File: src/design/ctl_pkg.sv
package ctl_pkg;

	localparam int MAX_BATCH = 64;
	localparam int MAX_DIM   = 128;

	// field widths
	localparam int FEAW = 16;
	localparam int LBLW = 16;

	// derived widths
	localparam int SCW    = $clog2(MAX_BATCH + 1);
	localparam int SIW    = $clog2(MAX_BATCH);
	localparam int EIW    = $clog2(MAX_DIM + 2);
	localparam int VLW    = $clog2(MAX_DIM + 1);
	localparam int FDEPTH = MAX_BATCH * MAX_DIM;
	localparam int FAW    = $clog2(FDEPTH);
	localparam int NRMW   = 31 + $clog2(MAX_DIM);
	localparam int RTW    = (NRMW + 1) / 2;
	localparam int DENW   = 2 * RTW;
	localparam int DOTW   = NRMW + 1;
	localparam int DVDW   = DOTW + 12;
	localparam int INFW   = LBLW + VLW + NRMW;
	localparam int COSW   = 14;
	localparam int TW     = 19;
	localparam int SUMW   = 17 + $clog2(MAX_BATCH);
	localparam int SQCW   = $clog2(RTW + 1);
	localparam int DVCW   = $clog2(DVDW + 1);

	localparam logic [15:0] MARGIN_RST = 16'd4096;
	localparam int          COS_ONE    = 4096;
	localparam int          MEAN_MAX   = 131071;

	typedef struct packed {
		logic signed [FEAW-1:0] feature_value;
		logic [LBLW-1:0]        sample_label;
		logic                   last_of_sample;
		logic                   last_of_batch;
	} feature_t;

	typedef struct packed {
		logic [16:0] mean_loss;
		logic [6:0]  triplet_count;
		logic        overflow_flag;
	} result_t;

	typedef enum logic [3:0] {
		ST_LOAD,
		ST_ANCHOR,
		ST_SRCH_RD,
		ST_SRCH_CHK,
		ST_NRM_RD,
		ST_SQA_GO,
		ST_SQ_A,
		ST_SQ_B,
		ST_DOT,
		ST_DIV_GO,
		ST_DIV,
		ST_COS,
		ST_MEAN,
		ST_EMIT
	} state_t;

	typedef enum logic [2:0] {
		B_HOLD,
		B_CLR,
		B_INC,
		B_POS,
		B_NEG
	} b_op_t;

	typedef struct packed {
		logic  load;
		logic  emit;
		logic  acc_clr;
		logic  a_clr;
		logic  a_inc;
		b_op_t b_op;
		logic  srch_clr;
		logic  srch_upd;
		logic  role_clr;
		logic  role_set_neg;
		logic  sq_start_a;
		logic  sq_start_b;
		logic  dot_clr;
		logic  dot_run;
		logic  div_start_cos;
		logic  div_start_mean;
		logic  cos_zero;
		logic  cos_take;
		logic  term_acc;
	} cmd_t;

	typedef struct packed {
		logic a_done;
		logic b_done;
		logic both_nx;
		logic k_done;
		logic norm_zero;
		logic sq_busy;
		logic div_busy;
		logic count_zero;
		logic role_neg;
		logic out_free;
	} status_t;

endpackage

File: src/design/ctl_ctrl.sv
module ctl_ctrl (
	input  logic              clk,
	input  logic              arst_n,
	input  logic              feature_valid,
	input  logic              batch_end,
	output logic              feature_stall,
	input  ctl_pkg::status_t  status,
	output ctl_pkg::cmd_t     cmd
);

	ctl_pkg::state_t state_q, state_nx;

	always_ff @(posedge clk or negedge arst_n) begin
		if (!arst_n) begin
			state_q <= ctl_pkg::ST_LOAD;
		end else begin
			state_q <= state_nx;
		end
	end

	// next state
	always_comb begin
		state_nx = state_q;
		unique case (state_q)
			ctl_pkg::ST_LOAD: begin
				if (feature_valid && batch_end) state_nx = ctl_pkg::ST_ANCHOR;
			end
			ctl_pkg::ST_ANCHOR: begin
				priority if (!status.a_done)   state_nx = ctl_pkg::ST_SRCH_RD;
				else if (status.count_zero)    state_nx = ctl_pkg::ST_EMIT;
				else                           state_nx = ctl_pkg::ST_MEAN;
			end
			ctl_pkg::ST_SRCH_RD: state_nx = ctl_pkg::ST_SRCH_CHK;
			ctl_pkg::ST_SRCH_CHK: begin
				priority if (status.b_done)  state_nx = ctl_pkg::ST_ANCHOR;
				else if (status.both_nx)     state_nx = ctl_pkg::ST_NRM_RD;
				else                         state_nx = ctl_pkg::ST_SRCH_RD;
			end
			ctl_pkg::ST_NRM_RD: state_nx = ctl_pkg::ST_SQA_GO;
			ctl_pkg::ST_SQA_GO: state_nx = ctl_pkg::ST_SQ_A;
			ctl_pkg::ST_SQ_A: begin
				if (!status.sq_busy) state_nx = ctl_pkg::ST_SQ_B;
			end
			ctl_pkg::ST_SQ_B: begin
				priority if (status.sq_busy) state_nx = ctl_pkg::ST_SQ_B;
				else if (status.norm_zero)   state_nx = ctl_pkg::ST_COS;
				else                         state_nx = ctl_pkg::ST_DOT;
			end
			ctl_pkg::ST_DOT: begin
				if (status.k_done) state_nx = ctl_pkg::ST_DIV_GO;
			end
			ctl_pkg::ST_DIV_GO: state_nx = ctl_pkg::ST_DIV;
			ctl_pkg::ST_DIV: begin
				if (!status.div_busy) state_nx = ctl_pkg::ST_COS;
			end
			ctl_pkg::ST_COS: begin
				if (status.role_neg) state_nx = ctl_pkg::ST_ANCHOR;
				else                 state_nx = ctl_pkg::ST_NRM_RD;
			end
			ctl_pkg::ST_MEAN: begin
				if (!status.div_busy) state_nx = ctl_pkg::ST_EMIT;
			end
			ctl_pkg::ST_EMIT: begin
				if (status.out_free) state_nx = ctl_pkg::ST_LOAD;
			end
			default: state_nx = ctl_pkg::ST_LOAD;
		endcase
	end

	// commands
	always_comb begin
		cmd           = '0;
		cmd.b_op      = ctl_pkg::B_HOLD;
		feature_stall = 1'b1;
		unique case (state_q)
			ctl_pkg::ST_LOAD: begin
				feature_stall = 1'b0;
				cmd.load      = feature_valid;
				if (feature_valid && batch_end) begin
					cmd.a_clr   = 1'b1;
					cmd.acc_clr = 1'b1;
				end
			end
			ctl_pkg::ST_ANCHOR: begin
				priority if (!status.a_done) begin
					cmd.b_op     = ctl_pkg::B_CLR;
					cmd.srch_clr = 1'b1;
					cmd.role_clr = 1'b1;
				end else if (!status.count_zero) begin
					cmd.div_start_mean = 1'b1;
				end else begin
					cmd.b_op = ctl_pkg::B_HOLD;
				end
			end
			ctl_pkg::ST_SRCH_CHK: begin
				priority if (status.b_done) begin
					cmd.a_inc = 1'b1;
				end else if (status.both_nx) begin
					cmd.srch_upd = 1'b1;
					cmd.b_op     = ctl_pkg::B_POS;
				end else begin
					cmd.srch_upd = 1'b1;
					cmd.b_op     = ctl_pkg::B_INC;
				end
			end
			ctl_pkg::ST_SQA_GO: cmd.sq_start_a = 1'b1;
			ctl_pkg::ST_SQ_A: begin
				if (!status.sq_busy) cmd.sq_start_b = 1'b1;
			end
			ctl_pkg::ST_SQ_B: begin
				if (!status.sq_busy) begin
					if (status.norm_zero) cmd.cos_zero = 1'b1;
					else                  cmd.dot_clr  = 1'b1;
				end
			end
			ctl_pkg::ST_DOT:    cmd.dot_run       = 1'b1;
			ctl_pkg::ST_DIV_GO: cmd.div_start_cos = 1'b1;
			ctl_pkg::ST_DIV: begin
				if (!status.div_busy) cmd.cos_take = 1'b1;
			end
			ctl_pkg::ST_COS: begin
				if (status.role_neg) begin
					cmd.term_acc = 1'b1;
					cmd.a_inc    = 1'b1;
				end else begin
					cmd.role_set_neg = 1'b1;
					cmd.b_op         = ctl_pkg::B_NEG;
				end
			end
			ctl_pkg::ST_EMIT: begin
				if (status.out_free) cmd.emit = 1'b1;
			end
			default: cmd.b_op = ctl_pkg::B_HOLD;
		endcase
	end

endmodule

File: config.mk
export PLATFORM = sky130hd
export DESIGN_NAME = ctl_ctrl
export DESIGN_NICKNAME = d
export VERILOG_FILES = /design/src/design/ctl_pkg.sv /design/src/design/ctl_ctrl.sv
export SDC_FILE = /design/constraint.sdc
export NUM_CORES = 1
export LEC_CHECK = 0
export BUFFER_PORTS_ARGS = -buffer_cell sky130_fd_sc_hd__buf_2
export CORE_UTILIZATION = 40
export CTS_CLUSTER_SIZE = 28
export DETAILED_ROUTE_END_ITERATION = 10
export GPL_TIMING_DRIVEN = 0
export PLACE_DENSITY_LB_ADDON = 0.2
export SYNTH_ARGS = -nofsm -noshare
export SYNTH_HDL_FRONTEND = slang
export SYNTH_SLANG_ARGS = --single-unit
export TNS_END_PERCENT = 1
File: constraint.sdc
create_clock -name clk -period 3.3 [get_ports clk]
set_input_delay 0.33 -clock clk [delete_from_list [all_inputs] [get_ports clk]]
set_output_delay 0.33 -clock clk [all_outputs]
set_load 0.1 [all_outputs]
# == Word level (Yosys, flattened, before mapping) ==
# Index checks and enable logic that the tools add are counted.
# totals
register_bits,4
input_bits,14
output_inout_bits,22
wordCells,74
# classes
n_eq_ne,19
muxes,51
reduce_logical,3
# op_table
operator,count
4-bit one-hot mux with 14 select lines,1
1-bit two-way mux,32
4-bit two-way mux,8
"4-bit == test, second input constant",6
"4-bit by 3-bit == test with 1-bit output, second input constant",4
3-bit two-way mux,5
"2-bit inequality test, second input constant",6
3-bit one-hot mux with 3 select lines,1
"4-bit by 2-bit == test with 1-bit output, second input constant",2
2-bit two-way mux,3
6-bit AND reduction,1
"4-bit by 1-bit == test with 1-bit output, second input constant",1
4-bit zero test,1
1-bit one-hot mux with 2 select lines,1
1-bit logical AND,1

# == Longest topological paths before layout ==
# Gate-level depths: netlist of the first run.
# logic_depth
depth_word,3
mapped_depth,6
ltp_nobuf,5

# == Worst setup path before layout of the first run ==
# Ideal clock, no wire load.
# synth_timing
kind,register to output
startpoint,register state_q[0]
endpoint,output port cmd[13] (netlist bit)
arrival_time_ns,4.645
required_time_ns,2.970
slack_ns,-1.675
path_stages_with_launch,4
path_buffers,0
cell_sequence,dfrtp_1 or2b_4 nor4_1 nand2b_1
# synth_lines
element,line,source
from (decl),ctl_ctrl.sv:11,"ctl_pkg::state_t state_q, state_nx;"
from (signal assigned),ctl_ctrl.sv:15,state_q <= ctl_pkg::ST_LOAD;
from (signal assigned),ctl_ctrl.sv:17,state_q <= state_nx;
to (decl),ctl_ctrl.sv:8,output ctl_pkg::cmd_t cmd

==> out/qor.txt, run 1 <==
Core Footprint -> 1350 sq um
crit start category -> flop
dominant synthesized flop cell -> dfrtp_1
vias in the first global route -> 589
Clk Latency, worst-skew pair -> 0.25 ns
number of synthesized flops with an enable pin -> 0
CP Class -> flop to output pin
Diodes inserted -> 0
first-pass iteration count of the detailed router -> 4
top cells by count, synth -> nor2_1, nor3_1, a21oi_1, buf_4, nand2_1
Chip Height -> 40.8 microns
max-cap violations -> 0
drc violations -> 0
Via density -> 5.46
r2r startpoint -> state_q[1]$_DFFE_PN0P_
Num CTS Buffers -> 3
Biggest register -> state_q
RSZ-0062 raised after global routing -> false
post-synth top area cell -> dfrtp_1
PortBufs -> 35
Routed Antenna Nets -> 0
Cells after Synth -> 80
synth top area cells -> dfrtp_1, buf_4, nor2_1
GRT overflow -> 0
Post-synth ARST share -> 100%
H-tree Lvls -> 1
Clock transition at path regs -> 0.04 ns
Max Clk Rate -> 0.439 GHz
Synth cell types -> 37
Least-Margin Pin Slew -> 0.490 ns
clock skew -> 0.00964 ns
CTS Buffer Depth -> 2
Max transition margin -> 67.6%
post-DP HPWL -> 1340 microns
CP max FO -> 10
CTS resizes -> 0
Largest register FFs -> 4
Syn Nets -> 94
IO Count -> 36
post-synthesis register bit count -> 4
CTS sink cnt -> 4
most frequent cell after synthesis -> nor2_1
DR WL/cell -> 12.9 microns
Synth-to-Final Area Change -> 39.8%
Final #Nets -> 135
Req. time, crit path -> 2.97 ns
initial core utilization -> 44.5%
GPL Wtd Cong -> 0.934
row count -> 13
final setup fails -> 0
share of cells above drive strength 1 -> 47.1%
Fin. Hold Viols -> 0
Yosys warnings -> 0
status -> complete, no violations
Iteration-0 DRC Markers -> 17
Crit. End Element -> output pin
final-layout fill cell count -> 133
largest registers -> state_q x4
CP Launch Point -> state_q[1]$_DFFE_PN0P_
first-pass GRT wire length -> 2680 microns
WHS -> 0.363 ns
pin count of the biggest net entering global routing -> 11
HP Class -> primary input to flop
Post-Syn Area -> 601 sq um
WP data arrival -> 1.95 ns
startpoint of the worst hold path -> status[0]
die width -> 40.8 microns
GRT Util Overall -> 25.3%
Synth top area share -> 16.7%
vias after detailed routing -> 732
Die Area -> 1660 sq um
CTS tree -> yes
post-synthesis sequential area ratio -> 16.7%
Tcrit/Tclk final -> 69.0%
initial antenna violation count -> 0
Final Critical Period -> 2.28 ns
Mean Syn Cell Area -> 7.51 sq um
Max Slew Vio Count -> 0
DRT Wirelength -> 1730 microns
Root Driver -> clkbuf_4
==> metrics by stage <==
step           setup WS, ns  instances  utilization [%]  cell area, sq um  setup TNS (ns)
3_3_place_gp           1.32        130             59.8               807               0
6_report               1.02        134             62.2               840               0
5_1_grt               0.819        134             62.2               840               0
2_1_floorplan        -0.597         80                -               613           -1.47
4_1_cts                1.03        134             62.2               840               0
3_5_place_dp           1.30        130             59.8               807               0
==> routing by layer <==
metal | global-route usage, % | up-vias | part of all wire (%)
li1 | - | 378 | -
met1 | 33.7 | 316 | 47
met2 | 38.5 | 33 | 45
met3 | 4.89 | 5 | 6.6
met4 | 12.5 | 0 | 1.7
met5 | 0 | - | 0
==> worst max-delay path: stages (launching register included) <==
cell	delay, ns
dfrtp_1	0.44
buf_4	0.20
nor2_1	0.26
nand2_1	0.11
nor2_1	0.15
buf_4	0.12
buf_2	0.41
==> path summary, 6_finish.rpt <==
path	depth (start not counted)	endpoint	slack, ns
max reg2reg	5	state_q[2]$_DFFE_PN0P_	1.61
max	6	cmd[18]	1.02
min	2	state_q[0]$_DFFE_PN0P_	0.36
max in group asynchronous	2	state_q[3]$_DFFE_PN0P_	2.72
min in group asynchronous	2	state_q[1]$_DFFE_PN0P_	0.45
min reg2reg	2	state_q[3]$_DFFE_PN0P_	0.72
==> cell usage in the layout, fill, tap and decap left out, types with 3 or more instances in the layout <==
| cell type | count |
|---|---|
| a21oi_1 | 5 |
| and3_1 | 4 |
| buf_2 | 37 |
| buf_4 | 5 |
| clkbuf_4 | 3 |
| dfrtp_1 | 4 |
| nand2_1 | 5 |
| nand2b_1 | 4 |
| nor2_1 | 10 |
| nor3_1 | 7 |
| nor4_2 | 3 |
==> cell type report <==
class | instances | area [sq um] | share of cell area, %
repair buffers | 36 | 185 | 22.1
plain buffers | 7 | 47.5 | 5.66
inverters | 2 | 7.51 | 0.894
flip-flops and latches | 4 | 100 | 11.9
clock buffers | 3 | 22.5 | 2.68
well taps | 15 | 18.8 | 2.24
multi-input cells | 67 | 458 | 54.5
==> what timing repair did <==
item	CTS	global route
hold buffers	1	0
endpoints found under the hold margin	4	0
buffers inserted	0	0
==> cells by family (layout without fill, tap and decap cells) <==
kind of cell / after synthesis / after routing / synth area share, %
simple gates: 46 / 46 / 44.4
compound gates: 17 / 17 / 22.3
buf+inv: 9 / 48 / 9.17
flops: 4 / 4 / 16.7
mux: 3 / 3 / 6.04
xor+xnor: 1 / 1 / 1.46
Power of run 1 is left out: the tool's default activity adds up to more than one toggle a clock period on the data nets, which glitch-free logic cannot reach.
==> run 2, diff against run 1 <==
--- a/config.mk
+++ b/config.mk
@@ -6,7 +6,8 @@
 export NUM_CORES = 1
 export LEC_CHECK = 0
 export BUFFER_PORTS_ARGS = -buffer_cell sky130_fd_sc_hd__buf_2
-export CORE_UTILIZATION = 40
+export CORE_ASPECT_RATIO = 1.2
+export CORE_UTILIZATION = 38
 export CTS_CLUSTER_SIZE = 28
 export DETAILED_ROUTE_END_ITERATION = 10
 export GPL_TIMING_DRIVEN = 0
==> constraint.sdc (replaced) <==
create_clock -name clk -period 2.02 [get_ports clk]
set_input_delay 0.202 -clock clk [delete_from_list [all_inputs] [get_ports clk]]
set_output_delay 0.202 -clock clk [all_outputs]
set_load 0.1 [all_outputs]
==> out/qor.txt, run 2 (synthesized netlist as in run 1, its figures left out) <==
Routed Antenna Nets -> 0
CTS sink cnt -> 4
Iteration-0 DRC Markers -> 16
Crit. End Element -> output pin
Tcrit/Tclk final -> 98.2%
Req. time, crit path -> 1.82 ns
sequential cell area -> 100 sq um
GRT Util Overall -> 23.6%
Fin. Hold Viols -> 0
first-pass GRT wire length -> 2930 microns
Via density -> 5.85
CP max stage delay -> 0.44 ns
Max Slew Vio Count -> 0
CP dominant cell by count -> buf_4
WP data arrival -> 1.78 ns
GPL Wtd Cong -> 0.809
Least-Margin Pin Slew -> 0.489 ns
CP max FO -> 10
GRT overflow -> 0
DR WL/cell -> 13.1 microns
row count -> 15
Largest register FFs -> 4
non-filler cells, final -> 136
Clk Latency, worst-skew pair -> 0.25 ns
Lkg Pwr -> 0.447 nW
Inst Count DP -> 132
worst vdd ir -> 1030 uV
largest registers -> state_q x4
area occupied by multi-input gates -> 533 sq um
Core Footprint -> 1460 sq um
crit-path leading delay family -> buffers and inverters
vias after detailed routing -> 796
power per cell area -> 1910 nW/um^2
final setup fails -> 0
commonest non-fill, non-tap cell in the layout -> buf_2
pre-CTS WS -> 0.156 ns
Final #Nets -> 135
Hold Path Depth -> 2
status -> complete, no violations
clock skew -> 0.00948 ns
RSZ-0062 raised after global routing -> true
crit path buf inv count -> 3
Biggest register -> state_q
Diodes inserted -> 0
pin count of the biggest net entering global routing -> 11
post-layout util -> 64.7%
drc violations -> 0
CTS Buffer Depth -> 2
slowest cell on the critical path -> dfrtp_1
CTS tree -> yes
Critical Path Stages -> 6
post-DP HPWL -> 1350 microns
initial antenna violation count -> 0
Chip Height -> 45.6 microns
Synth-to-Final Area Change -> 57.7%
Final Critical Period -> 1.98 ns
first-pass iteration count of the detailed router -> 4
crit start category -> flop
Num CTS Buffers -> 3
Max Clk Rate -> 0.504 GHz
initial core utilization -> 41.0%
final-layout fill cell count -> 128
critical path, cell by cell -> buf_4 -> nor2_1 -> nand2_2 -> nor2_4 -> buf_4 -> buf_4
IO Count -> 36
DRT Wirelength -> 1790 microns
CP Class -> flop to output pin
die width -> 38.3 microns
vias in the first global route -> 673
setup TNS -> 0 ns
Root Driver -> clkbuf_4
final worst setup slack -> 0.0366 ns
HP Class -> primary input to flop
max-cap violations -> 0
H-tree Lvls -> 1
Clock transition at path regs -> 0.04 ns
most frequent cells in the layout -> buf_2, nor2_1, buf_4, clkbuf_4, nor3_2
Max transition margin -> 67.6%
Worst Reg2Reg Path Length in Cells -> 5
Die Area -> 1740 sq um
share of cells above drive strength 1 -> 55.5%
PortBufs -> 35
[run 2: cell count changes in the layout (fill, tap and decap cells not counted), moves of 2 or more]
cell	previous run	this run
buf_2	37	28
buf_4	5	8
buf_6	0	2
clkbuf_4	3	7
nor3_1	7	1
nor3_2	0	6
nor4_2	3	1
nor4_4	0	3
[run 2: where the power goes]
part,switching (W),internal [W],total [W]
combinational,0.00111,0.000422,0.00153
sequential,0.0000524,0.000123,0.000175
clock,0.0000371,0.0000667,0.000104
[run 2: path summary, 6_finish.rpt]
kind | startpoint | to | slack [ns]
max in group asynchronous | arst_n | state_q[2]$_DFFE_PN0P_ | 1.60
min in group asynchronous | arst_n | state_q[3]$_DFFE_PN0P_ | 0.29
hold reg to reg | state_q[3]$_DFFE_PN0P_ | state_q[3]$_DFFE_PN0P_ | 0.72
setup / recovery | state_q[1]$_DFFE_PN0P_ | cmd[18] | 0.04
setup reg to reg | state_q[1]$_DFFE_PN0P_ | state_q[2]$_DFFE_PN0P_ | 0.31
hold / removal | status[0] | state_q[0]$_DFFE_PN0P_ | 0.23
[run 2: layout make-up]
| class | count | area share [%] |
|---|---|---|
| Timing Repair Buffer | 36 | 22.5 |
| Clock buffer | 3 | 2.38 |
| Tap cell | 17 | 2.25 |
| Sequential cell | 4 | 10.6 |
| Buffer | 7 | 5.28 |
| Multi-Input combinational cell | 67 | 56.3 |
| Inverter | 2 | 0.793 |
[run 2: routing by layer]
| layer | part of all wire, % | wire length, microns | up-vias | GRT usage, % |
|---|---|---|---|---|
| met5 | 0 | 0 | - | 0 |
| met4 | 1.3 | 23 | 0 | 12.1 |
| met3 | 5.3 | 94 | 4 | 1.47 |
| met2 | 51 | 917 | 40 | 38.3 |
| met1 | 42 | 751 | 376 | 30.9 |
| li1 | - | - | 376 | - |
[run 2: timing repair]
action	CTS	global route
setup endpoints to repair	4	8
gates resized for setup	4	7
endpoints found under the hold margin	4	0
setup buffers	0	0
hold buffers	1	0
[run 2: stage by stage]
step,power [W],instance area [sq um],hold WS [ns]
floorplan,0.00145,688,-0.0936
detailed placement,0.00168,885,0.00769
finish,0.00181,947,0.229
CTS,0.00180,927,0.225
global placement,0.00167,885,0.00569
global route,0.00192,947,0.251
Power figures use the tool's default switching activity.
==> run 3, diff against run 2 <==
--- a/config.mk
+++ b/config.mk
@@ -7,11 +7,13 @@
 export LEC_CHECK = 0
 export BUFFER_PORTS_ARGS = -buffer_cell sky130_fd_sc_hd__buf_2
 export CORE_ASPECT_RATIO = 1.2
+export CORE_MARGIN = 3
 export CORE_UTILIZATION = 38
 export CTS_CLUSTER_SIZE = 28
 export DETAILED_ROUTE_END_ITERATION = 10
 export GPL_TIMING_DRIVEN = 0
 export PLACE_DENSITY_LB_ADDON = 0.2
+export SETUP_SLACK_MARGIN = 0.15
 export SYNTH_ARGS = -nofsm -noshare
 export SYNTH_HDL_FRONTEND = slang
 export SYNTH_SLANG_ARGS = --single-unit
==> out/qor.txt, run 3 (synthesized netlist as in run 1, its figures left out) <==
status -> complete, no violations
Lkg Pwr -> 0.460 nW
commonest non-fill, non-tap cell in the layout -> buf_2
Fin. Hold Viols -> 0
RSZ-0062 raised after global routing -> true
final setup fails -> 0
H-tree Lvls -> 1
CP max FO -> 6
Final #Nets -> 135
Crit. End Element -> output pin
CP Class -> flop to output pin
Least-Margin Pin Slew -> 0.489 ns
critical path, cell by cell -> nand2b_1 -> nor2_1 -> and4_1 -> clkbuf_4
Max Slew Vio Count -> 0
Clk Latency, worst-skew pair -> 0.24 ns
most frequent cells in the layout -> buf_2, nor2_1, clkbuf_4, buf_4
setup TNS -> 0 ns
Max transition margin -> 67.7%
Req. time, crit path -> 1.82 ns
Clock transition at path regs -> 0.04 ns
Root Driver -> clkbuf_4
CP max stage delay -> 0.45 ns
vias in the first global route -> 738
initial antenna violation count -> 0
IO Count -> 36
initial core utilization -> 41.0%
final worst setup slack -> 0.149 ns
WP data arrival -> 1.67 ns
HP Class -> primary input to flop
post-layout util -> 68.7%
crit-path leading delay family -> simple AND/OR/NAND/NOR gates
worst vdd ir -> 803 uV
PortBufs -> 35
Max Clk Rate -> 0.534 GHz
crit path buf inv count -> 1
CTS Buffer Depth -> 2
clock skew -> 0.00642 ns
Core Footprint -> 1460 sq um
slowest cell on the critical path -> dfrtp_1
CTS tree -> yes
first-pass GRT wire length -> 3110 microns
largest registers -> state_q x4
row count -> 15
final-layout fill cell count -> 137
Synth-to-Final Area Change -> 67.5%
power per cell area -> 1890 nW/um^2
DRT Wirelength -> 1880 microns
post-DP HPWL -> 1490 microns
Diodes inserted -> 0
DR WL/cell -> 13.8 microns
first-pass iteration count of the detailed router -> 4
GPL Wtd Cong -> 0.873
GRT Util Overall -> 18.9%
GRT overflow -> 0
Biggest register -> state_q
Via density -> 5.61
Iteration-0 DRC Markers -> 8
vias after detailed routing -> 763
Routed Antenna Nets -> 0
drc violations -> 0
Final Critical Period -> 1.87 ns
Tcrit/Tclk final -> 92.6%
crit start category -> flop
max-cap violations -> 0
Num CTS Buffers -> 3
Die Area -> 2100 sq um
die width -> 42.3 microns
share of cells above drive strength 1 -> 58.0%
pin count of the biggest net entering global routing -> 11
pre-CTS WS -> 0.138 ns
CTS sink cnt -> 4
Chip Height -> 49.6 microns
Largest register FFs -> 4
[run 3: cell count changes in the layout (fill, tap and decap cells not counted), sizes merged]
cell / before / now
clkbuf: 7 / 8
buf: 38 / 37
[run 3: final timing paths]
check	startpoint	to	slack (ns)	cells after the start
worst max-delay path	state_q[3]$_DFFE_PN0P_	cmd[2]	0.15	4
worst min-delay path	status[0]	state_q[0]$_DFFE_PN0P_	0.22	2
worst max register to register	state_q[0]$_DFFE_PN0P_	state_q[2]$_DFFE_PN0P_	0.40	5
worst min register to register	state_q[3]$_DFFE_PN0P_	state_q[3]$_DFFE_PN0P_	0.76	2
max in group asynchronous	arst_n	state_q[0]$_DFFE_PN0P_	1.59	2
min in group asynchronous	arst_n	state_q[1]$_DFFE_PN0P_	0.30	2
[run 3: through the flow]
stage,cells,instance area (sq um),total power [W],hold WS (ns)
floorplan,80,723,0.00151,-0.0936
global placement,132,920,0.00173,0.00536
detailed placement,132,920,0.00174,0.0114
CTS,136,972,0.00187,0.219
global route,136,1010,0.00200,0.237
finish,136,1010,0.00190,0.220
[run 3: final cells by class]
cell class	count	area, sq um	area share, %
Clock buffer	3	22.5	2.24
Buffer	7	67.6	6.72
Tap cell	17	21.3	2.11
Timing Repair Buffer	36	230	22.9
Sequential cell	4	103	10.2
Multi-Input combinational cell	67	554	55.1
Inverter	2	7.51	0.746
[run 3: layer usage]
metal  vias to the layer above  wire length, microns  global-route usage, %
li1                        374                     -                      -
met1                       361                   716                   21.2
met2                        28                  1050                   34.8
met3                         0                   109                  0.365
met4                         0                     0                   10.9
met5                         -                     0                      0
[run 3: worst reg2reg max path, delay by kind of cell, from the launching register on]
family,cells,cell delay [ns]
muxes,1,0.33
and+or+nand+nor,2,0.52
DFF,1,0.45
AOI/OAI and AO/OA,2,0.21
[run 3: report_power, final]
group	leakage, nW	switching, W	internal [W]
registers	0.0471	0.0000678	0.000127
logic	0.399	0.00113	0.000472
clock network	0.0138	0.0000339	0.0000665
[run 3: what timing repair did]
| action | CTS | global route |
|---|---|---|
| gates cloned | 0 | 0 |
| setup endpoints to repair | 15 | 19 |
| pin swaps | 0 | 0 |
| endpoints found under the hold margin | 4 | 0 |
| hold buffers | 1 | 0 |
| buffers inserted | 0 | 0 |
| resized for setup | 8 | 12 |
